### src/hw/rtl/ssq_pkg.sv
`timescale 1ns / 1ps
// Shared types and constants for the sine-squared series unit.
// Holds the microcode format, the control program and the datapath widths.
// No dependencies.
package ssq_pkg;

    // Field widths of the streams and the configuration register
    localparam int X_W       = 32;
    localparam int OUT_W     = 31;
    localparam int CFG_W     = 9;
    localparam logic [CFG_W-1:0] TERM_COUNT_RST = 9'd500;

    // Fixed-point datapath widths
    localparam int SQ_W      = 63;   // x^2 in Q8.56, at most 2^62
    localparam int MAG_W     = 63;   // term magnitude, at most 2^63-1
    localparam int SUM_W     = 64;   // signed Q24.40 running sum
    localparam int ACC_W     = 126;  // magnitude times 2x^2
    localparam int FRAC_DROP = 56;   // product scaling back to Q24.40
    localparam int FIRST_SHIFT = 16; // Q8.56 to Q24.40
    localparam int OUT_SHIFT = 10;   // Q24.40 to Q2.30
    localparam logic [OUT_W-1:0] ONE_Q30 = 31'h4000_0000;

    // Divider: radix-16 restoring, four quotient bits per step
    localparam int DIV_NUM_W   = 72;
    localparam int DIV_RADIX   = 4;
    localparam int DIV_STEPS   = DIV_NUM_W / DIV_RADIX;
    localparam int DIV_CNT_W   = $clog2(DIV_STEPS);

    // Divider control word
    typedef struct packed {
        logic load;
        logic step;
    } div_ctrl_t;

    // Datapath operation of one microcode step
    typedef enum logic [3:0] {
        OP_NOP,
        OP_LOAD,
        OP_SQUARE,
        OP_INIT,
        OP_MUL_FIRST,
        OP_MUL,
        OP_DIV_LOAD,
        OP_DIV_STEP,
        OP_UPDATE,
        OP_EMIT
    } op_t;

    // Branch condition of one microcode step
    typedef enum logic [2:0] {
        BR_NEXT,
        BR_WAIT_IN,
        BR_EXIT,
        BR_DIV_LOOP,
        BR_ALWAYS,
        BR_WAIT_OUT
    } br_t;

    // Partial-product selectors (magnitude half, 2x^2 half)
    localparam logic [1:0] MUL_LO_LO = 2'd0;
    localparam logic [1:0] MUL_LO_HI = 2'd1;
    localparam logic [1:0] MUL_HI_LO = 2'd2;
    localparam logic [1:0] MUL_HI_HI = 2'd3;

    // Program addresses
    typedef logic [3:0] pc_t;
    localparam pc_t PC_IDLE   = 4'd0;
    localparam pc_t PC_SQUARE = 4'd1;
    localparam pc_t PC_INIT   = 4'd2;
    localparam pc_t PC_TEST   = 4'd3;
    localparam pc_t PC_MUL0   = 4'd4;
    localparam pc_t PC_MUL1   = 4'd5;
    localparam pc_t PC_MUL2   = 4'd6;
    localparam pc_t PC_MUL3   = 4'd7;
    localparam pc_t PC_DIVLD  = 4'd8;
    localparam pc_t PC_DIV    = 4'd9;
    localparam pc_t PC_UPDATE = 4'd10;
    localparam pc_t PC_OUT    = 4'd11;

    typedef struct packed {
        op_t        op;
        logic [1:0] mul_sel;
        br_t        br;
        pc_t        target;
    } uword_t;

    // Control program
    function automatic uword_t ucode_rom(input pc_t pc);
        uword_t uw;
        case (pc)
            PC_IDLE:   uw = '{op: OP_LOAD,      mul_sel: MUL_LO_LO, br: BR_WAIT_IN,
                              target: PC_IDLE};
            PC_SQUARE: uw = '{op: OP_SQUARE,    mul_sel: MUL_LO_LO, br: BR_NEXT,
                              target: PC_IDLE};
            PC_INIT:   uw = '{op: OP_INIT,      mul_sel: MUL_LO_LO, br: BR_NEXT,
                              target: PC_IDLE};
            PC_TEST:   uw = '{op: OP_NOP,       mul_sel: MUL_LO_LO, br: BR_EXIT,
                              target: PC_OUT};
            PC_MUL0:   uw = '{op: OP_MUL_FIRST, mul_sel: MUL_LO_LO, br: BR_NEXT,
                              target: PC_IDLE};
            PC_MUL1:   uw = '{op: OP_MUL,       mul_sel: MUL_LO_HI, br: BR_NEXT,
                              target: PC_IDLE};
            PC_MUL2:   uw = '{op: OP_MUL,       mul_sel: MUL_HI_LO, br: BR_NEXT,
                              target: PC_IDLE};
            PC_MUL3:   uw = '{op: OP_MUL,       mul_sel: MUL_HI_HI, br: BR_NEXT,
                              target: PC_IDLE};
            PC_DIVLD:  uw = '{op: OP_DIV_LOAD,  mul_sel: MUL_LO_LO, br: BR_NEXT,
                              target: PC_IDLE};
            PC_DIV:    uw = '{op: OP_DIV_STEP,  mul_sel: MUL_LO_LO, br: BR_DIV_LOOP,
                              target: PC_IDLE};
            PC_UPDATE: uw = '{op: OP_UPDATE,    mul_sel: MUL_LO_LO, br: BR_ALWAYS,
                              target: PC_TEST};
            PC_OUT:    uw = '{op: OP_EMIT,      mul_sel: MUL_LO_LO, br: BR_WAIT_OUT,
                              target: PC_IDLE};
            default:   uw = '{op: OP_NOP,       mul_sel: MUL_LO_LO, br: BR_ALWAYS,
                              target: PC_IDLE};
        endcase
        return uw;
    endfunction

endpackage

### src/hw/rtl/ssq_div.sv
`timescale 1ns / 1ps
// Iterative radix-16 restoring divider for the term scaling by 1/(k(2k-1)).
// Depends on ssq_pkg for the dividend width, step count and control struct.
module ssq_div #(
    parameter int DW = 20
) (
    input  logic                          clk,
    input  logic                          rst_n,
    input  ssq_pkg::div_ctrl_t            ctrl,
    input  logic [ssq_pkg::DIV_NUM_W-1:0] dividend,
    input  logic [DW-1:0]                 divisor,
    output logic [ssq_pkg::DIV_NUM_W-1:0] quotient,
    output logic                          last
);
    import ssq_pkg::*;

    logic [DIV_NUM_W-1:0] dq_reg;
    logic [DIV_NUM_W-1:0] dq_next;
    logic [DW-1:0]        rem_reg;
    logic [DW-1:0]        rem_next;
    logic [DIV_CNT_W-1:0] cnt_reg;
    logic [DIV_CNT_W-1:0] cnt_next;

    // Four restoring steps: shift in one dividend bit, subtract when it fits
    always_comb
    begin
        logic [DW:0]          t;
        logic [DW-1:0]        r;
        logic [DIV_NUM_W-1:0] q;
        r = rem_reg;
        q = dq_reg;
        for (int i = 0; i < DIV_RADIX; i++)
        begin
            t = {r, q[DIV_NUM_W-1]};
            q = {q[DIV_NUM_W-2:0], 1'b0};
            if (t >= {1'b0, divisor})
            begin
                t    = t - {1'b0, divisor};
                q[0] = 1'b1;
            end
            r = t[DW-1:0];
        end
        dq_next  = dq_reg;
        rem_next = rem_reg;
        cnt_next = cnt_reg;
        if (ctrl.load)
        begin
            dq_next  = dividend;
            rem_next = '0;
            cnt_next = '0;
        end
        else if (ctrl.step)
        begin
            dq_next  = q;
            rem_next = r;
            cnt_next = cnt_reg + DIV_CNT_W'(1);
        end
    end

    // Step counter
    always_ff @(posedge clk or negedge rst_n)
    begin
        if (!rst_n)
        begin
            cnt_reg <= '0;
        end
        else
        begin
            cnt_reg <= cnt_next;
        end
    end

    // Remainder and dividend/quotient shift register
    always_ff @(posedge clk)
    begin
        dq_reg  <= dq_next;
        rem_reg <= rem_next;
    end

    assign quotient = dq_reg;
    assign last     = (cnt_reg == DIV_CNT_W'(DIV_STEPS - 1));

endmodule

### config.mk
export PLATFORM = sky130hd
export DESIGN_NAME = ssq_div
export DESIGN_NICKNAME = d
export VERILOG_FILES = /design/src/hw/rtl/ssq_pkg.sv /design/src/hw/rtl/ssq_div.sv
export SDC_FILE = /design/constraint.sdc
export NUM_CORES = 1
export LEC_CHECK = 0
export ABC_AREA = 1
export BUFFER_PORTS_ARGS = -buffer_cell sky130_fd_sc_hd__buf_2
export CAP_MARGIN = 20
export CORE_AREA = 2 2 133 135
export CTS_CLUSTER_SIZE = 30
export DETAILED_ROUTE_END_ITERATION = 10
export DIE_AREA = 0 0 135 137
export PLACE_DENSITY = 0.81
export SETUP_SLACK_MARGIN = 0.05
export SLEW_MARGIN = 20
export SYNTH_ARGS = -nofsm -noshare
export SYNTH_HDL_FRONTEND = slang
export SYNTH_SLANG_ARGS = --single-unit
### constraint.sdc
create_clock -name clk -period 16.5 [get_ports clk]
set_input_delay 1.65 -clock clk [delete_from_list [all_inputs] [get_ports clk]]
set_output_delay 1.65 -clock clk [all_outputs]
set_load 0.01 [all_outputs]
### Yosys cells after proc, flatten, opt, wreduce, memory -nomap -nowiden

Cells that the tools add are included.

| operators by class | value |
|---|---|
| $add $sub $neg | 5 |
| equal/unequal tests | 1 |
| $lt $le $gt $ge | 4 |
| reduce and logical (&&, ||, !) cells | 1 |
| muxes and demuxes | 12 |

Operators with widths:

| operator | number |
|---|---|
| 72-bit 2-to-1 mux | 2 |
| 21-bit by 20-bit >= comparator with 1-bit output | 4 |
| 20-bit 2-to-1 mux | 4 |
| 20-bit subtractor | 4 |
| 5-bit 2-to-1 mux | 2 |
| 5-bit by 1-bit adder with 5-bit output (second input constant) | 1 |
| 5-bit equality test (second input constant) | 1 |
| 1-bit 2-to-1 mux | 4 |
| 2-bit nonzero test | 1 |

| word-level totals | value |
|---|---|
| flip-flop bits (word level) | 97 |
| logic and storage cells | 26 |
| input port bits | 96 |
| output and inout port bits | 73 |

### Longest topological paths before layout

| logic depth | value |
|---|---|
| depth after elaboration | 10 |
| mapped depth | 64 |
| gate-level depth less buffers | 58 |

### Worst setup path before layout

Ideal clock, no wire load.

| path | value |
|---|---|
| path type | in2reg |
| from | input divisor[7] |
| to | register dq_reg[0], in the netlist quotient[0], data pin |
| path buffers | 5 |
| cell stages on the path | 52 |
| setup time | 0.268 ns |
| arrival time | 8.532 ns |
| slack | 7.700 ns |
| required time | 16.232 ns |
| cells stage by stage | inv_1 ha_1 nand2_1 inv_1 nand2_1 nand2_1 nand2_1 nand2_1 inv_1 nand2_1 nand3_1 clkbuf_1 nand3_1 nand2_1 inv_1 ha_1 a21oi_1 nand2_1 (+16 left out) clkbuf_1 nand3_1 nand2_1 inv_1 ha_1 a21oi_1 nand2_1 a21oi_2 inv_1 nand2_1 nand3_1 a21oi_1 o21ai_1 nand2_1 nand2_1 a21oi_1 buf_2 a31oi_1 |

| between the ends | value |
|---|---|
| word-level cells in the longest chain between the ends | 10 |

Ends and longest elaborated chain:

| element | RTL line | source |
|---|---|---|
| start, declared | ssq_div.sv:11 | `input logic [DW-1:0] divisor,` |
| 20-bit subtractor / 21-bit by 20-bit >= comparator with 1-bit output (equally long branches) | ssq_div.sv:38, ssq_div.sv:36 |  |
| 20-bit 2-to-1 mux | ssq_div.sv:36 | `if (t >= {1'b0, divisor})` |
| 20-bit subtractor / 21-bit by 20-bit >= comparator with 1-bit output (equally long branches) | ssq_div.sv:38, ssq_div.sv:36 |  |
| 20-bit 2-to-1 mux | ssq_div.sv:36 |  |
| 20-bit subtractor / 21-bit by 20-bit >= comparator with 1-bit output (equally long branches) | ssq_div.sv:38, ssq_div.sv:36 |  |
| 20-bit 2-to-1 mux | ssq_div.sv:36 |  |
| 21-bit by 20-bit >= comparator with 1-bit output (*) | ssq_div.sv:36 |  |
| 1-bit 2-to-1 mux (*) | ssq_div.sv:36 |  |
| 72-bit 2-to-1 mux (*) | ssq_div.sv:52 | `else if (ctrl.step)` |
| 72-bit 2-to-1 mux (*) | ssq_div.sv:46 | `if (ctrl.load)` |
| via dq_next[0] | ssq_div.sv:18 | `logic [DIV_NUM_W-1:0] dq_next;` |
| end signal, assigned | ssq_div.sv:76 | `dq_reg <= dq_next;` |
| end, declared | ssq_div.sv:17 | `logic [DIV_NUM_W-1:0] dq_reg;` |

The timed path passes the listed nets; every way through them passes the cells marked *. The select of a mux whose other input is x is not followed.
A chain may end at the register's enable or synchronous reset.

### Final worst setup path

| path | value |
|---|---|
| from | input divisor[9] |
| to | register rem_reg[13] |

| between the ends | value |
|---|---|
| word-level cells in the longest chain between the ends | 8 |

Ends and longest elaborated chain:

| element | RTL line | source |
|---|---|---|
| 20-bit subtractor / 21-bit by 20-bit >= comparator with 1-bit output (equally long branches) | ssq_div.sv:38, ssq_div.sv:36 |  |
| 20-bit 2-to-1 mux | ssq_div.sv:36 |  |
| 20-bit subtractor / 21-bit by 20-bit >= comparator with 1-bit output (equally long branches) | ssq_div.sv:38, ssq_div.sv:36 |  |
| 20-bit 2-to-1 mux | ssq_div.sv:36 |  |
| 20-bit subtractor / 21-bit by 20-bit >= comparator with 1-bit output (equally long branches) | ssq_div.sv:38, ssq_div.sv:36 |  |
| 20-bit 2-to-1 mux | ssq_div.sv:36 |  |
| 20-bit subtractor / 21-bit by 20-bit >= comparator with 1-bit output (equally long branches) | ssq_div.sv:38, ssq_div.sv:36 |  |
| 20-bit 2-to-1 mux (*) | ssq_div.sv:36 |  |
| end signal, assigned | ssq_div.sv:77 | `rem_reg <= rem_next;` |
| end, declared | ssq_div.sv:19 | `logic [DW-1:0] rem_reg;` |

Every way passes the cells marked *; elsewhere a longest branch is shown, timed or not.

==> report_table.html <==
<table>
<tr><th>Metric</th><th>Value</th></tr>
<tr><th colspan="2">Status</th></tr>
<tr><td>Run status</td><td>complete, no violations</td></tr>
<tr><th colspan="2">Synth</th></tr>
<tr><td>Ys flop type</td><td>sky130_fd_sc_hd__edfxtp_1</td></tr>
<tr><td>Net count of the mapped netlist</td><td>1,732</td></tr>
<tr><td>Leading post-synthesis cells by instance count</td><td>sky130_fd_sc_hd__nand2_1, sky130_fd_sc_hd__inv_1, sky130_fd_sc_hd__nand3_1</td></tr>
<tr><td>Number of synthesis warnings</td><td>0</td></tr>
<tr><td>Fraction of post-synthesis cell area in the top cell type by area</td><td>0.246</td></tr>
<tr><td>Distinct cell type count of the synthesized netlist</td><td>44</td></tr>
<tr><td>Per-instance average area after synthesis</td><td>6.38 µm²</td></tr>
<tr><td>Top-count cell post-synth</td><td>sky130_fd_sc_hd__nand2_1</td></tr>
<tr><td>Number of synthesized flops with an enable pin</td><td>just over 70</td></tr>
<tr><td>Leading cell types by total area after synthesis</td><td>sky130_fd_sc_hd__nand2_1, sky130_fd_sc_hd__edfxtp_1, sky130_fd_sc_hd__ha_1</td></tr>
<tr><td>Cell count after synthesis</td><td>1,550</td></tr>
<tr><td>Cell taking the most area after synthesis</td><td>sky130_fd_sc_hd__nand2_1</td></tr>
<tr><td>Post-synth ARST share</td><td>0.0515</td></tr>
<tr><td>Sequential cell area fraction in the yosys report</td><td>0.272</td></tr>
<tr><td>Cell area after technology mapping</td><td>between 9000 and 10,000 µm²</td></tr>
<tr><td>Number of synthesized register bits</td><td>97</td></tr>
<tr><th colspan="2">Setup path</th></tr>
<tr><td>Setup slack of the worst register-to-register path</td><td>6.56 ns</td></tr>
<tr><td>Capture instance of the worst register-to-register path</td><td>rem_reg[13]$_SDFFE_PP0P_</td></tr>
<tr><td>Worst r2r src</td><td>rem_reg[14]$_SDFFE_PP0P_</td></tr>
<tr><td>Kind of critical path</td><td>in -&gt; reg</td></tr>
<tr><td>Worst path required time</td><td>16.79 ns</td></tr>
<tr><td>Sort of element at the start of the critical path</td><td>input port</td></tr>
<tr><td>Critical Path End</td><td>rem_reg[13]$_SDFFE_PP0P_</td></tr>
<tr><td>Delay of the slowest critical-path stage</td><td>~0.62 ns</td></tr>
<tr><td>Maximum net fanout on the critical path</td><td>22</td></tr>
<tr><td>Beginning of the critical path</td><td>divisor[9]</td></tr>
<tr><td>Data arrival, critical path</td><td>11.56 ns</td></tr>
<tr><td>Sort of element at the end of the critical path</td><td>flop</td></tr>
<tr><td>Critical-path cell with the highest stage delay</td><td>sky130_fd_sc_hd__a21oi_1</td></tr>
<tr><td>Cell depth of the worst flop-to-flop path</td><td>51</td></tr>
<tr><td>Crit path top cell by count</td><td>sky130_fd_sc_hd__nand2_1</td></tr>
<tr><th colspan="2">Global routing</th></tr>
<tr><td>GRT overflow</td><td>0</td></tr>
<tr><td>Largest net degree at the start of global routing</td><td>77</td></tr>
<tr><td>Antenna violations before repair</td><td>0</td></tr>
<tr><td>Vias in the first global route</td><td>9,820</td></tr>
<tr><td>Global Route Usage Sum</td><td>0.364</td></tr>
<tr><td>Global-route wire length before repair</td><td>51,700 µm</td></tr>
<tr><th colspan="2">Timing</th></tr>
<tr><td>Max transition margin</td><td>0.371</td></tr>
<tr><td>Total Negative Setup Slacks</td><td>0 ns</td></tr>
<tr><td>Count of pins over their slew limit</td><td>0</td></tr>
<tr><td>Clock period minus worst slack</td><td>around 11 ns</td></tr>
<tr><td>Final hold violation count</td><td>0</td></tr>
<tr><td>Period utilisation layout</td><td>0.683</td></tr>
<tr><td>Upper clock frequency limit</td><td>88.7 MHz</td></tr>
<tr><td>Tightest Pin Transition</td><td>0.943 ns</td></tr>
<tr><td>Worst clock skew</td><td>0.0127 ns</td></tr>
<tr><td>Setup slack of the critical path after layout</td><td>5.23 ns</td></tr>
<tr><td>Unrepaired setup endpoints after global routing</td><td>false</td></tr>
<tr><td>Number of endpoints failing setup at the final stage</td><td>0</td></tr>
<tr><th colspan="2">Cells and area</th></tr>
<tr><td>Number of flip-flops under the largest register name</td><td>roughly 70</td></tr>
<tr><td>Share of final-layout standard cells stronger than drive strength 1</td><td>0.127</td></tr>
<tr><td>Core utilization of the finished layout</td><td>0.652</td></tr>
<tr><td>Synthesis-to-finish area growth</td><td>12.5%</td></tr>
<tr><td>Antenna fix cells</td><td>0</td></tr>
<tr><td>Number of standard cells in the layout, taps in and fillers out</td><td>1,923</td></tr>
<tr><td>Net total in the final layout</td><td>1,875</td></tr>
<tr><th colspan="2">Die</th></tr>
<tr><td>Die area</td><td>18,500 µm²</td></tr>
<tr><td>Standard cell core area</td><td>17,100 µm²</td></tr>
<tr><td>Chip width</td><td>approximately 140 µm</td></tr>
<tr><td>Die boundary height</td><td>137 µm</td></tr>
<tr><td>Initial Util</td><td>0.580</td></tr>
<tr><td>Ports placed on the boundary</td><td>169</td></tr>
<tr><td>Floorplan row count</td><td>48</td></tr>
<tr><th colspan="2">Route</th></tr>
<tr><td>Routed Antenna Nets</td><td>0</td></tr>
<tr><td>Routed WL per cell</td><td>about 17 µm</td></tr>
<tr><td>Iteration count of the initial detailed-routing pass</td><td>6</td></tr>
<tr><td>Total wirelength of the detailed-routed design</td><td>33,500 µm</td></tr>
<tr><td>Total number of vias</td><td>10,573</td></tr>
<tr><td>DRC</td><td>0</td></tr>
<tr><td>Initial detailed-routing violation count</td><td>1,272</td></tr>
<tr><td>Vias per cell</td><td>5.50</td></tr>
<tr><th colspan="2">Min path</th></tr>
<tr><td>Class of the tightest hold or removal check</td><td>reg -&gt; reg</td></tr>
<tr><th colspan="2">Place</th></tr>
<tr><td>Half-perimeter wire length after placement</td><td>26,500 µm</td></tr>
<tr><td>Gp weighted congestion</td><td>0.991</td></tr>
<tr><td>I/O Buffers</td><td>168</td></tr>
<tr><td>Number of placed instances with taps included</td><td>1,907</td></tr>
<tr><td>Post-place setup slack</td><td>5.32 ns</td></tr>
<tr><th colspan="2">Clock tree</th></tr>
<tr><td>Clock Tree Buf Depth</td><td>2</td></tr>
<tr><td>Count of cells resized by post-cts repair</td><td>0</td></tr>
<tr><td>H-tree level count</td><td>3</td></tr>
<tr><td>Number of sinks on the clock net</td><td>between 90 and 100</td></tr>
<tr><td>CTS root buf</td><td>sky130_fd_sc_hd__clkbuf_16</td></tr>
<tr><td>Number of post-CTS setup repair buffers</td><td>0</td></tr>
<tr><td>Cts bufs inserted</td><td>9</td></tr>
<tr><td>TritonCTS clock tree</td><td>built</td></tr>
<tr><td>Hold buffer count at CTS</td><td>0</td></tr>
<tr><td>Reg clk slew, reported paths</td><td>0.07 ns</td></tr>
<tr><td>Clock latency at the later pin of the worst-skew pair</td><td>0.36 ns</td></tr>
<tr><th colspan="2">Job</th></tr>
<tr><td>Max-cap viol count</td><td>0</td></tr>
</table>
==> stage by stage <==
step / cell area, µm² / hold slack (ns)
finish: 11100 / 0.479
global route: 11100 / 0.503
CTS: 11100 / 0.478
detailed placement: 10800 / 0.467
global placement: 10800 / 0.458
floorplan: 9890 / 0.434
==> metal layers <==
layer / GRT usage / vias to the layer above / share of wire
li1: - / 5219 / -
met4: 0.167 / 0 / 0.047
met2: 0.573 / 515 / 0.44
met1: 0.485 / 4749 / 0.43
met5: 0 / - / 0
met3: 0.0685 / 90 / 0.085
==> critical path, delay by kind of cell <==
family,cells,cell delay [ns]
simple gates,34,5.50
compound gates,7,1.95
fa+ha+maj,4,1.43
buf+inv,8,0.99
==> kinds of logic (layout without fill, tap and decap cells) <==
logic type               Yosys count  count (layout)  synth area share
adder cells (fa/ha/maj)           86              86             0.112
XOR/XNOR                          59              59            0.0523
AND/OR/NAND/NOR                  906             906             0.381
buffers and inverters            274             422             0.111
AO/OA/AOI/OAI                    128             128            0.0716
flip-flops                        97              97             0.272
==> layout by cell type, fill, tap and decap left out, drive strengths merged <==
cell type / synthesis / final
a211oi: 1 / 1
a21boi: 2 / 2
a21o: 2 / 2
a21oi: 70 / 70
a31oi: 7 / 7
a41o: 1 / 1
and2: 1 / 1
buf: 23 / 176
clkbuf: 21 / 9
clkinv: 1 / 2
clkinvlp: 0 / 2
dfrtp: 5 / 5
dfxtp: 20 / 20
edfxtp: 72 / 72
fa: 4 / 4
ha: 82 / 82
inv: 229 / 233
nand2: 650 / 650
nand3: 119 / 119
nand3b: 10 / 10
nand4: 30 / 30
nor2: 73 / 73
nor3: 19 / 19
nor4: 1 / 1
o2111ai: 1 / 1
o21a: 3 / 3
o21ai: 30 / 30
o21bai: 9 / 9
o22ai: 1 / 1
o31ai: 1 / 1
or2: 3 / 3
xnor2: 35 / 35
xor2: 24 / 24
==> worst min-delay path by stage <==
stage                             from                 endpoint  slack (ns)  cells past startpoint
3_5_place_dp   rem_reg[8]$_SDFFE_PP0P_  rem_reg[8]$_SDFFE_PP0P_        0.47                      2
5_1_grt        rem_reg[5]$_SDFFE_PP0P_  rem_reg[5]$_SDFFE_PP0P_        0.50                      2
4_1_cts        rem_reg[8]$_SDFFE_PP0P_  rem_reg[8]$_SDFFE_PP0P_        0.48                      2
2_1_floorplan   cnt_reg[4]$_DFFE_PN0P_   cnt_reg[4]$_DFFE_PN0P_        0.43                      1
3_3_place_gp    cnt_reg[4]$_DFFE_PN0P_   cnt_reg[4]$_DFFE_PN0P_        0.46                      1
6_report       rem_reg[8]$_SDFFE_PP0P_  rem_reg[8]$_SDFFE_PP0P_        0.48                      2
==> layout make-up <==
| type | instances | area (µm²) |
|---|---|---|
| clock buffers | 9 | 225 |
| multi-input cells | 1179 | 6110 |
| flip-flops and latches | 97 | 2690 |
| clock inverters | 7 | 58.8 |
| inverters | 230 | 863 |
| well taps | 225 | 282 |
| repair buffers | 176 | 901 |
| fillers | 1576 | 5930 |
Power is left out: the tool's default activity adds up to more than one toggle a clock period on the data nets, which glitch-free logic cannot reach.
